File: src/ppds_pkg.sv
`default_nettype none

package ppds_pkg;

    localparam int MAX_CASES   = 256;
    localparam int COORD_W     = 20;
    localparam int DIFF_W      = COORD_W + 1;
    localparam int ABS_W       = COORD_W;
    localparam int SS_W        = 2 * ABS_W + 2;
    localparam int D_W         = 22;
    localparam int V_W         = 2 * D_W;
    localparam int ADDR_W      = $clog2(MAX_CASES);
    localparam int CNT_W       = $clog2(MAX_CASES + 1);
    localparam int SUM_W       = D_W + ADDR_W;
    localparam int ACC_W       = V_W + ADDR_W;
    localparam int DIV_STEP_W  = $clog2(ACC_W + 1);
    localparam int ROOT_STEP_W = $clog2(D_W + 1);

    typedef struct packed {
        logic signed [COORD_W-1:0] first_x;
        logic signed [COORD_W-1:0] first_y;
        logic signed [COORD_W-1:0] first_z;
        logic signed [COORD_W-1:0] second_x;
        logic signed [COORD_W-1:0] second_y;
        logic signed [COORD_W-1:0] second_z;
        logic                      last_case;
    } t_in;

    typedef struct packed {
        logic [D_W-1:0] distance;
        logic           stats_valid;
        logic [D_W-1:0] mean_distance;
        logic [V_W-1:0] variance;
        logic [D_W-1:0] std_deviation;
        logic           overflow;
    } t_out;

    typedef enum logic [3:0] {
        ST_IDLE,
        ST_SQ,
        ST_DROOT_GO,
        ST_DROOT,
        ST_STORE,
        ST_MEAN_GO,
        ST_MEAN,
        ST_WALK,
        ST_VDIV_GO,
        ST_VDIV,
        ST_VROOT_GO,
        ST_VROOT,
        ST_OUT
    } t_state;

endpackage

`default_nettype wire

File: src/ppds_sqrt.sv
`default_nettype none

module ppds_sqrt (
    input  wire logic                     i_clk,
    input  wire logic                     i_rst_n,
    input  wire logic                     i_start,
    input  wire logic [ppds_pkg::V_W-1:0] i_radicand,
    output logic                          o_done,
    output logic [ppds_pkg::D_W-1:0]      o_root
);

    logic                              r_busy;
    logic                              r_done;
    logic [ppds_pkg::ROOT_STEP_W-1:0]  r_step;
    logic [ppds_pkg::V_W-1:0]          r_val;
    logic [ppds_pkg::D_W+1:0]          r_rem;
    logic [ppds_pkg::D_W-1:0]          r_root;

    logic [ppds_pkg::D_W+3:0]          cand;
    logic [ppds_pkg::D_W+3:0]          trial;
    logic [ppds_pkg::D_W+3:0]          cand_sub;
    logic                              ge;
    logic [ppds_pkg::D_W+1:0]          n_rem;
    logic [ppds_pkg::D_W-1:0]          n_root;

    always_comb begin
        cand     = {r_rem, r_val[ppds_pkg::V_W-1 -: 2]};
        trial    = {2'b00, r_root, 2'b01};
        ge       = (cand >= trial);
        cand_sub = cand - trial;
        n_rem    = ge ? cand_sub[ppds_pkg::D_W+1:0] : cand[ppds_pkg::D_W+1:0];
        n_root   = {r_root[ppds_pkg::D_W-2:0], ge};
    end

    always_ff @(posedge i_clk) begin
        if (!i_rst_n) begin
            r_busy <= 1'b0;
            r_done <= 1'b0;
        end else begin
            r_done <= 1'b0;
            if (i_start) begin
                r_busy <= 1'b1;
                r_step <= '0;
                r_val  <= i_radicand;
                r_rem  <= '0;
                r_root <= '0;
            end else if (r_busy) begin
                r_val  <= {r_val[ppds_pkg::V_W-3:0], 2'b00};
                r_rem  <= n_rem;
                r_root <= n_root;
                r_step <= r_step + 1'b1;
                if (r_step == ppds_pkg::ROOT_STEP_W'(ppds_pkg::D_W - 1)) begin
                    r_busy <= 1'b0;
                    r_done <= 1'b1;
                end
            end
        end
    end

    assign o_done = r_done;
    assign o_root = r_root;

endmodule

`default_nettype wire

File: config.mk
export PLATFORM = sky130hd
export DESIGN_NAME = ppds_sqrt
export DESIGN_NICKNAME = d
export VERILOG_FILES = /design/src/ppds_pkg.sv /design/src/ppds_sqrt.sv
export SDC_FILE = /design/constraint.sdc
export NUM_CORES = 1
export LEC_CHECK = 0
export ABC_AREA = 1
export CAP_MARGIN = 5
export CORE_ASPECT_RATIO = 1.4
export CORE_MARGIN = 2
export CORE_UTILIZATION = 45
export CTS_CLUSTER_DIAMETER = 100
export DETAILED_ROUTE_END_ITERATION = 16
export DONT_BUFFER_PORTS = 1
export PLACE_DENSITY_LB_ADDON = 0.3
export SLEW_MARGIN = 20
export SYNTH_ARGS = -nofsm -noshare
export SYNTH_HDL_FRONTEND = slang
export SYNTH_SLANG_ARGS = --single-unit
File: constraint.sdc
create_clock -name i_clk -period 14.65 [get_ports i_clk]
set_input_delay 1.465 -clock i_clk [delete_from_list [all_inputs] [get_ports i_clk]]
set_output_delay 1.465 -clock i_clk [all_outputs]
set_load 0.05 [all_outputs]
==> flow_summary.toml <==
[run_status]
outcome = "complete, no violations"

[placed_design]
dp_slack_ps = 11030
dp_cells = 902
gp_congestion = 0.891
io_buffers = 0
place_area_sq_um = 6040
dp_hpwl_mm = 9.28

[synthesis]
synth_compound_area_frac = 0.0298
synth-xor-area-share = 0.0162
synth_top_family_by_area = "simple AND/OR/NAND/NOR gates"
synthTopCellsByArea = "edfxtp_1 48%, nand2_1 21%, inv_1 7.0%"
synth_simple_gate_area_frac = 0.322
yosysSeqAreaShare = 0.488
synthAdderAreaFrac = 0.0549
syn_area_sq_um = 5930
syn_nets = 839
ys_ff_latch = 97
synth_top_area_share = 0.481
yosysWarnings = 0
synth.distinct_cells = 35
muxShareOfSynthArea = 0
syn_area_per_cell_sq_um = 7.74
syn_inst = 766
synth_top_area_cell = "edfxtp_1"

[sta]
tightest_slew_ps = 744
fin_crit_ps = 3040
max_freq_ghz = 0.329
setup_viol = 0
final_hold_viol_count = 0
worst_slack_ps = 11610
max-slew-margin-rel = 0.504
fin_crit_sh = 0.208
rsz0062_at_grt = "no"
tns_ps = 0
slew_violations = 0
clock_skew_ps = 15.0
timing.hold.ws_ps = 510

[setup_path]
ff2ff_path_depth = 12
worst_r2r_endpoint = "r_rem[23]"
startpoint_type = "register"
cp-startpoint = "o_root[14]"
slowest_delay_ps = 660
crit_required_ps = 14770
endpoint_kind = "register"
reg2reg_setup_slack_ps = 11610
arrival_ps = 3160
worstReg2RegStart = "o_root[14]"
crit_top_cell = "nand2_1"
critPathKind = "reg -> reg"
slowest_stage = "edfxtp_1"
crit_chain = "inv_1 -> ha_1 -> nand2_1 -> inv_1 -> a21oi_1 -> nand2_1 -> a21oi_4 -> nand3_4 -> nand2_1 -> nand2_1 -> nand2_1 -> inv_1"
critPathMaxFanout = 41

[floorplanning]
fp-row-count = 49
initial_core_util = 0.461
die_area_sq_um = 14100
die_h_um = 140
core_area_sq_um = 12900
die_w_um = 101
io_pins = 70

[cts]
root_buffer = "clkbuf_16"
ctsHoldBuffers = 0
tritoncts = "built"
cts_sinks = 97
h-tree-depth = 3
cts.clk_slew.worst_paths_ps = 70
cts_made_buffers = 9
cts_buffer_depth = 2
cts_setup_buffers = 0
cts-resized-gates = 0
clk_latency_ps = 350

[layout]
multiInputGateArea_sq_um = 2520
finalNetCount = 834
design_area_sq_um = 6390
ff_latch_area_sq_um = 2890
drive_gt1_frac = 0.0444
final_common_cell = "nand2_1"
fin_cells = 919
num-fill-cells = 1282
layout.cells.most_common_list = "325 x nand2_1, 110 x inv_1, 95 x edfxtp_1"
utilization = 0.496
area_delta_synth_final_pct = 7.77
antenna_cells = 0

[global_route]
grt_pass1_wl_mm = 21.1
antenna_found_initial = 0
first_global_vias = 4610
grt_max_degree = 73
grt_util_all_layers = 0.187
overflow = 0

[route]
vias = 4614
via_per_inst = 5.02
drc = 0
routedWlPerCell_um = 13.8
routed_wl_mm = 12.7
first_pass_iters = 4
antenna_left = 0
drtIter0Drc = 193

[worst_hold_path]
min_to = "o_done"
min_path_cells = 2
hp-class = "reg -> reg"
min_from = "r_busy"

[power]
peakVddDrop_mv = 0.0685
total_power_mw = 0.772
pwr_density_cell_nw_per_um2 = 121
leakage_nw = 3.17

[run]
max-cap-violations = 0
==> registers in the layout, indices dropped and copies added, names as in the netlist <==
| signal | count |
|---|---|
| r_val | 44 |
| r_step | 5 |
| o_root | 22 |
| o_done | 1 |
| r_rem | 24 |
| r_busy | 1 |
==> worst max-delay path by stage <==
| stage | cells past startpoint | to | slack [ps] |
|---|---|---|---|
| final | 12 | r_rem[23] | 11610 |
| after global routing | 14 | r_rem[23] | 11360 |
| after CTS | 3 | r_rem[4] | 11400 |
| after detailed placement | 3 | o_root[4] | 11030 |
| after global placement | 3 | o_root[1] | 11100 |
| after floorplan | 4 | o_root[0] | 7530 |
==> report_power, final <==
| part | switching [mW] | internal [mW] | leakage [nW] |
|---|---|---|---|
| logic | 0.105 | 0.0551 | 2.08 |
| clock network | 0.107 | 0.150 | 0.151 |
| registers | 0.0223 | 0.333 | 0.940 |
| total | 0.234 | 0.538 | 3.17 |
==> Yosys cell counts <==
cell / count
a211oi_1: 1
a21oi_1: 18
a21oi_4: 1
and2_1: 1
buf_1: 1
buf_2: 1
buf_6: 4
clkbuf_1: 13
clkinv_1: 2
dfxtp_1: 2
edfxtp_1: 95
ha_1: 26
inv_1: 110
inv_2: 2
nand2_1: 325
nand2_2: 3
nand3_1: 18
nand3_2: 2
nand3_4: 1
nand3b_1: 4
nand3b_4: 1
nand4_1: 11
nand4_2: 1
nor2_1: 93
nor2_2: 2
nor2_4: 1
nor3_1: 3
nor3_2: 1
nor4_1: 1
o21a_1: 1
o21ai_0: 7
o21ai_1: 1
o21bai_1: 2
xnor2_1: 7
xor2_1: 4
==> worst max-delay path: cells and delay by family, from the launching register on <==
kind / cells / cell delay, ps
compound gates: 2 / 370
fa+ha+maj: 1 / 400
buf+inv: 3 / 290
flops: 1 / 660
simple gates: 6 / 1100
==> final cells by class <==
cell class | instances | share of cell area
clock buffer | 10 | 0.0358
clock inverter | 6 | 0.0139
inverter | 114 | 0.0670
multi-input combinational | 536 | 0.394
sequential | 97 | 0.453
tap | 153 | 0.0300
timing repair buffer | 3 | 0.00666
==> logic make-up (layout without fill, tap and decap cells) <==
family	after synthesis	after routing
adders and majority gates	26	26
AOI/OAI and AO/OA	31	31
xor gates and xnor gates	11	11
buffers and inverters	133	133
DFF	97	97
and+or+nand+nor	468	468
==> per-layer routing <==
| metal | track usage | routed length [um] | vias up |
|---|---|---|---|
| met2 | 0.335 | 6570 | 95 |
| met4 | 0.0804 | 366 | 0 |
| li1 | - | - | 2382 |
| met5 | 0 | 0 | - |
| met1 | 0.220 | 5250 | 2115 |
| met3 | 0.0266 | 464 | 22 |
Power figures use the tool's default switching activity.
