===== config.mk =====
export PLATFORM = sky130hd
export DESIGN_NAME = ppds_div
export DESIGN_NICKNAME = d
export VERILOG_FILES = /design/src/ppds_pkg.sv /design/src/ppds_div.sv
export SDC_FILE = /design/constraint.sdc
export NUM_CORES = 1
export LEC_CHECK = 0
export BUFFER_PORTS_ARGS = -buffer_cell sky130_fd_sc_hd__buf_2
export CAP_MARGIN = 20
export CORE_MARGIN = 1.5
export CORE_UTILIZATION = 55
export CTS_CLUSTER_SIZE = 8
export DETAILED_ROUTE_END_ITERATION = 16
export PLACE_DENSITY = 0.84
export SETUP_SLACK_MARGIN = 0.15
export SLEW_MARGIN = 0
export SYNTH_ARGS = -nofsm -noshare
export SYNTH_HDL_FRONTEND = slang
export SYNTH_SLANG_ARGS = --single-unit
export TNS_END_PERCENT = 30

===== constraint.sdc =====
create_clock -name i_clk -period 8.49 [get_ports i_clk]
set_input_delay 0.849 -clock i_clk [delete_from_list [all_inputs] [get_ports i_clk]]
set_output_delay 0.849 -clock i_clk [all_outputs]
set_load 0.05 [all_outputs]

===== src/ppds_pkg.sv =====
`default_nettype none

package ppds_pkg;

    localparam int MAX_CASES   = 256;
    localparam int COORD_W     = 20;
    localparam int DIFF_W      = COORD_W + 1;
    localparam int ABS_W       = COORD_W;
    localparam int SS_W        = 2 * ABS_W + 2;
    localparam int D_W         = 22;
    localparam int V_W         = 2 * D_W;
    localparam int ADDR_W      = $clog2(MAX_CASES);
    localparam int CNT_W       = $clog2(MAX_CASES + 1);
    localparam int SUM_W       = D_W + ADDR_W;
    localparam int ACC_W       = V_W + ADDR_W;
    localparam int DIV_STEP_W  = $clog2(ACC_W + 1);
    localparam int ROOT_STEP_W = $clog2(D_W + 1);

    typedef struct packed {
        logic signed [COORD_W-1:0] first_x;
        logic signed [COORD_W-1:0] first_y;
        logic signed [COORD_W-1:0] first_z;
        logic signed [COORD_W-1:0] second_x;
        logic signed [COORD_W-1:0] second_y;
        logic signed [COORD_W-1:0] second_z;
        logic                      last_case;
    } t_in;

    typedef struct packed {
        logic [D_W-1:0] distance;
        logic           stats_valid;
        logic [D_W-1:0] mean_distance;
        logic [V_W-1:0] variance;
        logic [D_W-1:0] std_deviation;
        logic           overflow;
    } t_out;

    typedef enum logic [3:0] {
        ST_IDLE,
        ST_SQ,
        ST_DROOT_GO,
        ST_DROOT,
        ST_STORE,
        ST_MEAN_GO,
        ST_MEAN,
        ST_WALK,
        ST_VDIV_GO,
        ST_VDIV,
        ST_VROOT_GO,
        ST_VROOT,
        ST_OUT
    } t_state;

endpackage

`default_nettype wire


===== src/ppds_div.sv =====
`default_nettype none

module ppds_div (
    input  wire logic                       i_clk,
    input  wire logic                       i_rst_n,
    input  wire logic                       i_start,
    input  wire logic [ppds_pkg::ACC_W-1:0] i_dividend,
    input  wire logic [ppds_pkg::CNT_W-1:0] i_divisor,
    output logic                            o_done,
    output logic [ppds_pkg::ACC_W-1:0]      o_quotient
);

    logic                             r_busy;
    logic                             r_done;
    logic [ppds_pkg::DIV_STEP_W-1:0]  r_step;
    logic [ppds_pkg::ACC_W-1:0]       r_q;
    logic [ppds_pkg::CNT_W-1:0]       r_rem;
    logic [ppds_pkg::CNT_W-1:0]       r_den;

    logic [ppds_pkg::CNT_W:0]         cand;
    logic [ppds_pkg::CNT_W:0]         cand_sub;
    logic                             ge;
    logic [ppds_pkg::CNT_W-1:0]       n_rem;

    always_comb begin
        cand     = {r_rem, r_q[ppds_pkg::ACC_W-1]};
        ge       = (cand >= {1'b0, r_den});
        cand_sub = cand - {1'b0, r_den};
        n_rem    = ge ? cand_sub[ppds_pkg::CNT_W-1:0] : cand[ppds_pkg::CNT_W-1:0];
    end

    always_ff @(posedge i_clk) begin
        if (!i_rst_n) begin
            r_busy <= 1'b0;
            r_done <= 1'b0;
        end else begin
            r_done <= 1'b0;
            if (i_start) begin
                r_busy <= 1'b1;
                r_step <= '0;
                r_q    <= i_dividend;
                r_rem  <= '0;
                r_den  <= i_divisor;
            end else if (r_busy) begin
                r_q    <= {r_q[ppds_pkg::ACC_W-2:0], ge};
                r_rem  <= n_rem;
                r_step <= r_step + 1'b1;
                if (r_step == ppds_pkg::DIV_STEP_W'(ppds_pkg::ACC_W - 1)) begin
                    r_busy <= 1'b0;
                    r_done <= 1'b1;
                end
            end
        end
    end

    assign o_done     = r_done;
    assign o_quotient = r_q;

endmodule

`default_nettype wire

==> results of run 1 <==
==> cells by family (layout without fill, tap and decap cells) <==
family	Yosys count	in the layout	share of synthesized area, %
AOI/OAI and AO/OA	32	32	6.39
buffers and inverters	23	147	2.36
adders and majority gates	11	11	3.96
xor gates and xnor gates	6	6	1.44
muxes	53	53	16.3
and+or+nand+nor	42	42	6.15
DFF	78	78	63.4
==> sequential cells by signal, indices dropped and copies added (netlist names) <==
signal and cells:
o_quotient 52, r_busy 1, o_done 1, r_rem 9
r_den 9, r_step 6
==> through the flow <==
stage | hold WS, ns | power (mW) | cell area [sq um]
after floorplan | 0.490 | 0.620 | 3660
after global placement | 0.521 | 0.664 | 4320
after detailed placement | 0.524 | 0.670 | 4320
after CTS | 0.528 | 0.973 | 4540
after global routing | 0.533 | 1.00 | 4540
final | 0.530 | 0.970 | 4540
==> layer usage <==
layer | vias up | GRT usage [%] | wire (microns)
li1 | 1180 | - | -
met1 | 1161 | 28.1 | 3180
met2 | 109 | 33.8 | 3610
met3 | 10 | 7.37 | 631
met4 | 0 | 7.48 | 121
met5 | - | 0 | 0
==> final cells by class <==
type                    count  area, sq um  area share (%)
well taps                  77         96.3            2.12
clock inverters             7         97.6            2.15
multi-input cells         144         1250            27.6
clock buffers               9          124            2.73
inverters                  13         48.8            1.08
repair buffers            118          596            13.1
flip-flops and latches     78         2320            51.2
==> worst register-to-register path, stage by stage (launching register included) <==
cell and delay [ns]:
edfxtp_1 0.45, inv_1 0.09, ha_1 0.15, inv_1 0.05, fa_1 0.40, a21o_1 0.19, a311o_1 0.41, nand3_1 0.22
nand2_1 0.16, mux2_2 0.30
==> power breakdown <==
part / total [mW] / switching (mW) / internal [mW]
registers: 0.472 / 0.0144 / 0.457
logic: 0.191 / 0.122 / 0.0688
clock network: 0.307 / 0.141 / 0.167
total: 0.970 / 0.277 / 0.693
==> cell usage after synthesis <==
master,instances,area share [%]
mux2_2,52,16
a21boi_0,2,0.41
a211oi_1,2,0.41
ha_1,10,3.4
o22ai_1,1,0.17
nor2b_1,1,0.17
o31a_1,1,0.24
nor3b_1,1,0.21
xnor2_1,4,0.96
or2_2,2,0.34
o21ai_0,4,0.55
a31oi_1,1,0.17
and3b_1,1,0.24
a21oi_1,8,1.1
nand3_1,10,1.4
clkbuf_1,5,0.51
a311o_1,1,0.27
nand2b_1,1,0.17
and4_1,1,0.24
or3_1,2,0.34
edfxtp_1,76,62
dfxtp_1,2,1.1
nand2_1,4,0.41
and3_1,2,0.34
nand4b_1,1,0.24
nor3_1,3,0.41
and2_1,1,0.17
nor2_1,10,1.0
a311oi_1,1,0.24
inv_1,13,1.3
xor2_1,2,0.48
a21o_1,3,0.62
a221o_1,1,0.27
a41o_1,1,0.27
buf_1,5,0.51
a221oi_2,1,0.41
a2111oi_2,1,0.41
o21a_1,1,0.21
and3b_2,1,0.27
o211ai_1,2,0.41
mux2i_1,1,0.27
fa_1,1,0.55
and3_2,1,0.21
a31o_2,1,0.24
==> worst max path at each step <==
| stage | to | from | slack [ns] |
|---|---|---|---|
| 2_1_floorplan | o_quotient[0] | i_start | 5.09 |
| 3_3_place_gp | o_quotient[32] | i_start | 5.39 |
| 3_5_place_dp | o_quotient[27] | i_start | 5.34 |
| 4_1_cts | o_quotient[3] | i_start | 5.73 |
| 5_1_grt | r_step[3] | i_start | 5.56 |
| 6_report | r_step[0] | i_start | 5.72 |
==> results.json, run 1 <==
{
  "critPathRequiredTime_ns": 8.47,
  "final_cell_mix": "116 x buf_2, 76 x edfxtp_1, 52 x mux2_2, 13 x inv_1",
  "cp_max_fo": 69,
  "yosysSeqAreaShare_pct": 63.4,
  "max-vdd-ir-drop_v": 0.000159,
  "status": "finished, final reports clean",
  "tritoncts": "yes",
  "whs_path_depth": 1,
  "layout-drive-gt1-share_pct": 52.6,
  "timing.final.crit_share_pct": 32.7,
  "layout_commonest_cell": "buf_2",
  "syn-cell-area_sq_um": 3660,
  "cp_num_cells": 4,
  "total_number_of_nets_in_the_final_design": 439,
  "clkLatencyLatePin_ns": 0.34,
  "placedCellCount": 430,
  "grt_pass1_wl_microns": 11800,
  "grt_util_all_layers_pct": 21.5,
  "yosys_warnings": 0,
  "wl_microns": 7550,
  "grt_pass1_vias": 2435,
  "rr_endpoint": "o_quotient[0]",
  "timing.critical_path.buf_inv": 3,
  "die_height_microns": 84.6,
  "synth_nets": 320,
  "grt_max_degree": 70,
  "arrival_ns": 2.75,
  "cap_violations": 0,
  "finalSetupViolations": 0,
  "leakage_nw": 1.86,
  "hold_path_end": "o_done",
  "total_of_cells_resized_after_clock_tree_synthesis": 0,
  "postLayoutCoreUtil_pct": 71.1,
  "gp_congestion": 0.818,
  "post-route-worst-setup-slack_ns": 5.72,
  "final.setup.tns_ns": 0,
  "slowest_delay_ns": 0.61,
  "die_width_microns": 84.6,
  "crit_path_frequent_cell": "buf_4",
  "worst_setup_timing_slack_at_the_placement_stage_ns": 5.34,
  "crit_chain": "buf_2, buf_4, o21a_2, buf_4",
  "detailedRoute.firstPassIterationCount": 5,
  "synthDistinctLibCells": 44,
  "worst_setup_hold_path_clk_slew_ns": 0.08,
  "synth.ff_latch_count": 78,
  "numPortBuffers": 116,
  "largest_delay_share_family_worst_path": "buffers and inverters",
  "grt-ovfl-total": 0,
  "finalClockSkew_ns": 0.00665,
  "holdCritStartpoint": "r_busy",
  "number_of_antenna_violations_at_the_first_check_in_global_routing": 0,
  "layout_min_cycle_time_ns": 2.77,
  "hold_violations": 0,
  "final_cell_count_no_fill": 446,
  "critical_path.startpoint_type": "input pin",
  "reg2reg_depth": 9,
  "dr_total_vias": 2460,
  "antenna-diode-count": 0,
  "routed_wire_length_per_instance_microns": 16.9,
  "core_region_area_sq_um": 6390,
  "cts.repair_timing.setup_buffer_count": 0,
  "setup_repair_after_global_routing_missed_its_margin": "false",
  "timing.slew.headroom_pct": 47.1,
  "power_density_nw_per_um2": 214,
  "cts.path.max_buffers": 2,
  "fmax_mhz": 361,
  "top_level_ports": 117,
  "numCtsBuffers": 9,
  "worst_r2r_start": "o_quotient[51]",
  "cts_num_sinks": 78,
  "hold_class": "register to register",
  "netlist_instances": 245,
  "tightestPinTransition_ns": 0.794,
  "num_rows": 29,
  "end_kind": "register",
  "num-fill-cells": 445,
  "timing.final.max_slew_violations": 0,
  "vias_per_cell": 5.52,
  "start_util_pct": 57.3,
  "drt_drc_violations_left": 0,
  "initialDrtViolationCount": 163,
  "cp_slowest_cell": "buf_4",
  "htreeDepth": 3,
  "ff2ff_setup_slack_ns": 5.83,
  "root_buffer": "clkbuf_8",
  "area_growth_syn_to_layout_pct": 24.0,
  "die_area_sq_um": 7150,
  "critPathKind": "input pin to register",
  "detail-route-antenna-nets": 0,
  "hpwl_microns": 5370,
  "cts_hold_buffers": 0,
  "avgSynthCellArea_sq_um": 14.9
}
Power figures use the tool's default switching activity.
==> run 2, diff against run 1 <==
Settings changed: CORE_UTILIZATION 55 to 51, PLACE_DENSITY 0.84 to 0.79.
Clock period 8.49 ns to 2.57 ns, I/O delays scaled along.
==> run 2 against run 1 <==
  * Combinational power rose to 3.4 times the previous value
  * Clock power increased to 2.9 times the previous value
  * Core utilization decreased by 4.4 points
  * Cell count is 5.4% higher
  * Worst hold slack lost 0.44 ns
  * Wire length up 1.3%
  * Setup slack got worse by 5.5 ns
  * Critical path type is now register to register
  * Highest routed layer unchanged
==> results.json, run 2 (synthesis results as in run 1) <==
{
  "cts_hold_buffers": 0,
  "arrival_ns": 2.49,
  "detail-route-antenna-nets": 0,
  "htreeDepth": 3,
  "finalClockSkew_ns": 0.00630,
  "cp_max_fo": 5,
  "leakage_nw": 1.88,
  "top_level_ports": 117,
  "initialDrtViolationCount": 150,
  "dr_total_vias": 2494,
  "root_buffer": "clkbuf_8",
  "gp_congestion": 0.878,
  "cap_violations": 0,
  "die_width_microns": 87.7,
  "power_density_nw_per_um2": 673,
  "timing.final.crit_share_pct": 90.8,
  "routed_wire_length_per_instance_microns": 16.3,
  "timing.final.max_slew_violations": 0,
  "grt_max_degree": 36,
  "detailedRoute.firstPassIterationCount": 4,
  "tightestPinTransition_ns": 0.506,
  "hold_violations": 0,
  "grt_pass1_vias": 2476,
  "cts.repair_timing.setup_buffer_count": 0,
  "clkLatencyLatePin_ns": 0.34,
  "drt_drc_violations_left": 0,
  "timing.slew.headroom_pct": 66.3,
  "cell_area_placed_sq_um": 4380,
  "worst_setup_hold_path_clk_slew_ns": 0.08,
  "area_growth_syn_to_layout_pct": 25.1,
  "critPathRequiredTime_ns": 2.73,
  "layout_min_cycle_time_ns": 2.33,
  "final_design_area_no_fill_sq_um": 4580,
  "numPortBuffers": 116,
  "fmax_mhz": 429,
  "final_cell_mix": "116 x buf_2, 76 x edfxtp_1, 52 x mux2_2, 13 x inv_1",
  "grt_util_all_layers_pct": 20.8,
  "critical_path.startpoint_type": "register",
  "post-route-worst-setup-slack_ns": 0.238,
  "wl_microns": 7640,
  "max-vdd-ir-drop_v": 0.000517,
  "largest_register_ffs": 52,
  "grt-ovfl-total": 0,
  "cts_num_sinks": 78,
  "antenna-diode-count": 0,
  "whs_ns": 0.0853,
  "grt_pass1_wl_microns": 11900,
  "numCtsBuffers": 9,
  "end_kind": "register",
  "die_height_microns": 87.7,
  "total_number_of_nets_in_the_final_design": 444,
  "finalSetupViolations": 0,
  "worst_setup_timing_slack_at_the_placement_stage_ns": 0.0719,
  "num_rows": 30,
  "core_region_area_sq_um": 6870,
  "layout_commonest_cell": "buf_2",
  "status": "finished, final reports clean",
  "start_util_pct": 53.3,
  "vias_per_cell": 5.31,
  "die_area_sq_um": 7700,
  "number_of_antenna_violations_at_the_first_check_in_global_routing": 0,
  "hold_class": "input pin to register",
  "critPathKind": "register to register",
  "layout-drive-gt1-share_pct": 53.5,
  "hpwl_microns": 5450,
  "cts.path.max_buffers": 2,
  "tritoncts": "yes",
  "setup_repair_after_global_routing_missed_its_margin": "true"
}
-- run 2: final cells by class --
class	count	area (sq um)
clock inverters	7	65.1
flip-flops and latches	78	2320
fillers	522	2290
multi-input cells	144	1260
repair buffers	123	633
inverters	13	48.8
well taps	96	120
clock buffers	9	124
-- run 2: per-layer routing --
layer | vias up | track usage, % | wire, microns
met2 | 79 | 32.8 | 3900
met5 | - | 0 | 0
met3 | 10 | 5.75 | 462
met4 | 0 | 8.23 | 112
li1 | 1188 | - | -
met1 | 1217 | 27.4 | 3170
-- run 2: report_power, final --
group	switching [mW]	internal, mW	total (mW)
clock network	0.442	0.442	0.884
logic	0.407	0.237	0.645
registers	0.0439	1.51	1.55
-- run 2: repair_timing --
| action | in CTS | in global routing |
|---|---|---|
| pin swaps | 1 | 2 |
| endpoints found under the hold margin | 0 | 0 |
| setup endpoints to repair | 10 | 10 |
| resized for setup | 2 | 2 |
-- run 2: final timing paths --
kind	to	cells past startpoint	slack [ns]	from
max	r_rem[8]	8	0.24	o_quotient[51]
min	r_den[3]	1	0.09	i_divisor[3]
max reg2reg	r_rem[8]	8	0.24	o_quotient[51]
min reg2reg	o_done	1	0.53	r_busy
-- run 2: stage by stage --
stage	cells	util (%)	total power [mW]	setup TNS, ns
finish	470	66.6	3.08	0
global route	470	66.6	3.21	0
CTS	470	66.6	3.11	0
detailed placement	454	63.7	2.22	0
global placement	454	63.7	2.20	0
floorplan	245	-	2.04	-1.27
-- run 2: critical path, cell delays in order, from the launching register on --
cell and delay (ns):
edfxtp_1 0.38, inv_1 0.07, ha_1 0.15, inv_1 0.06, fa_2 0.35, a21o_1 0.18, a311o_1 0.32, a41o_1 0.28
a2111oi_2 0.34
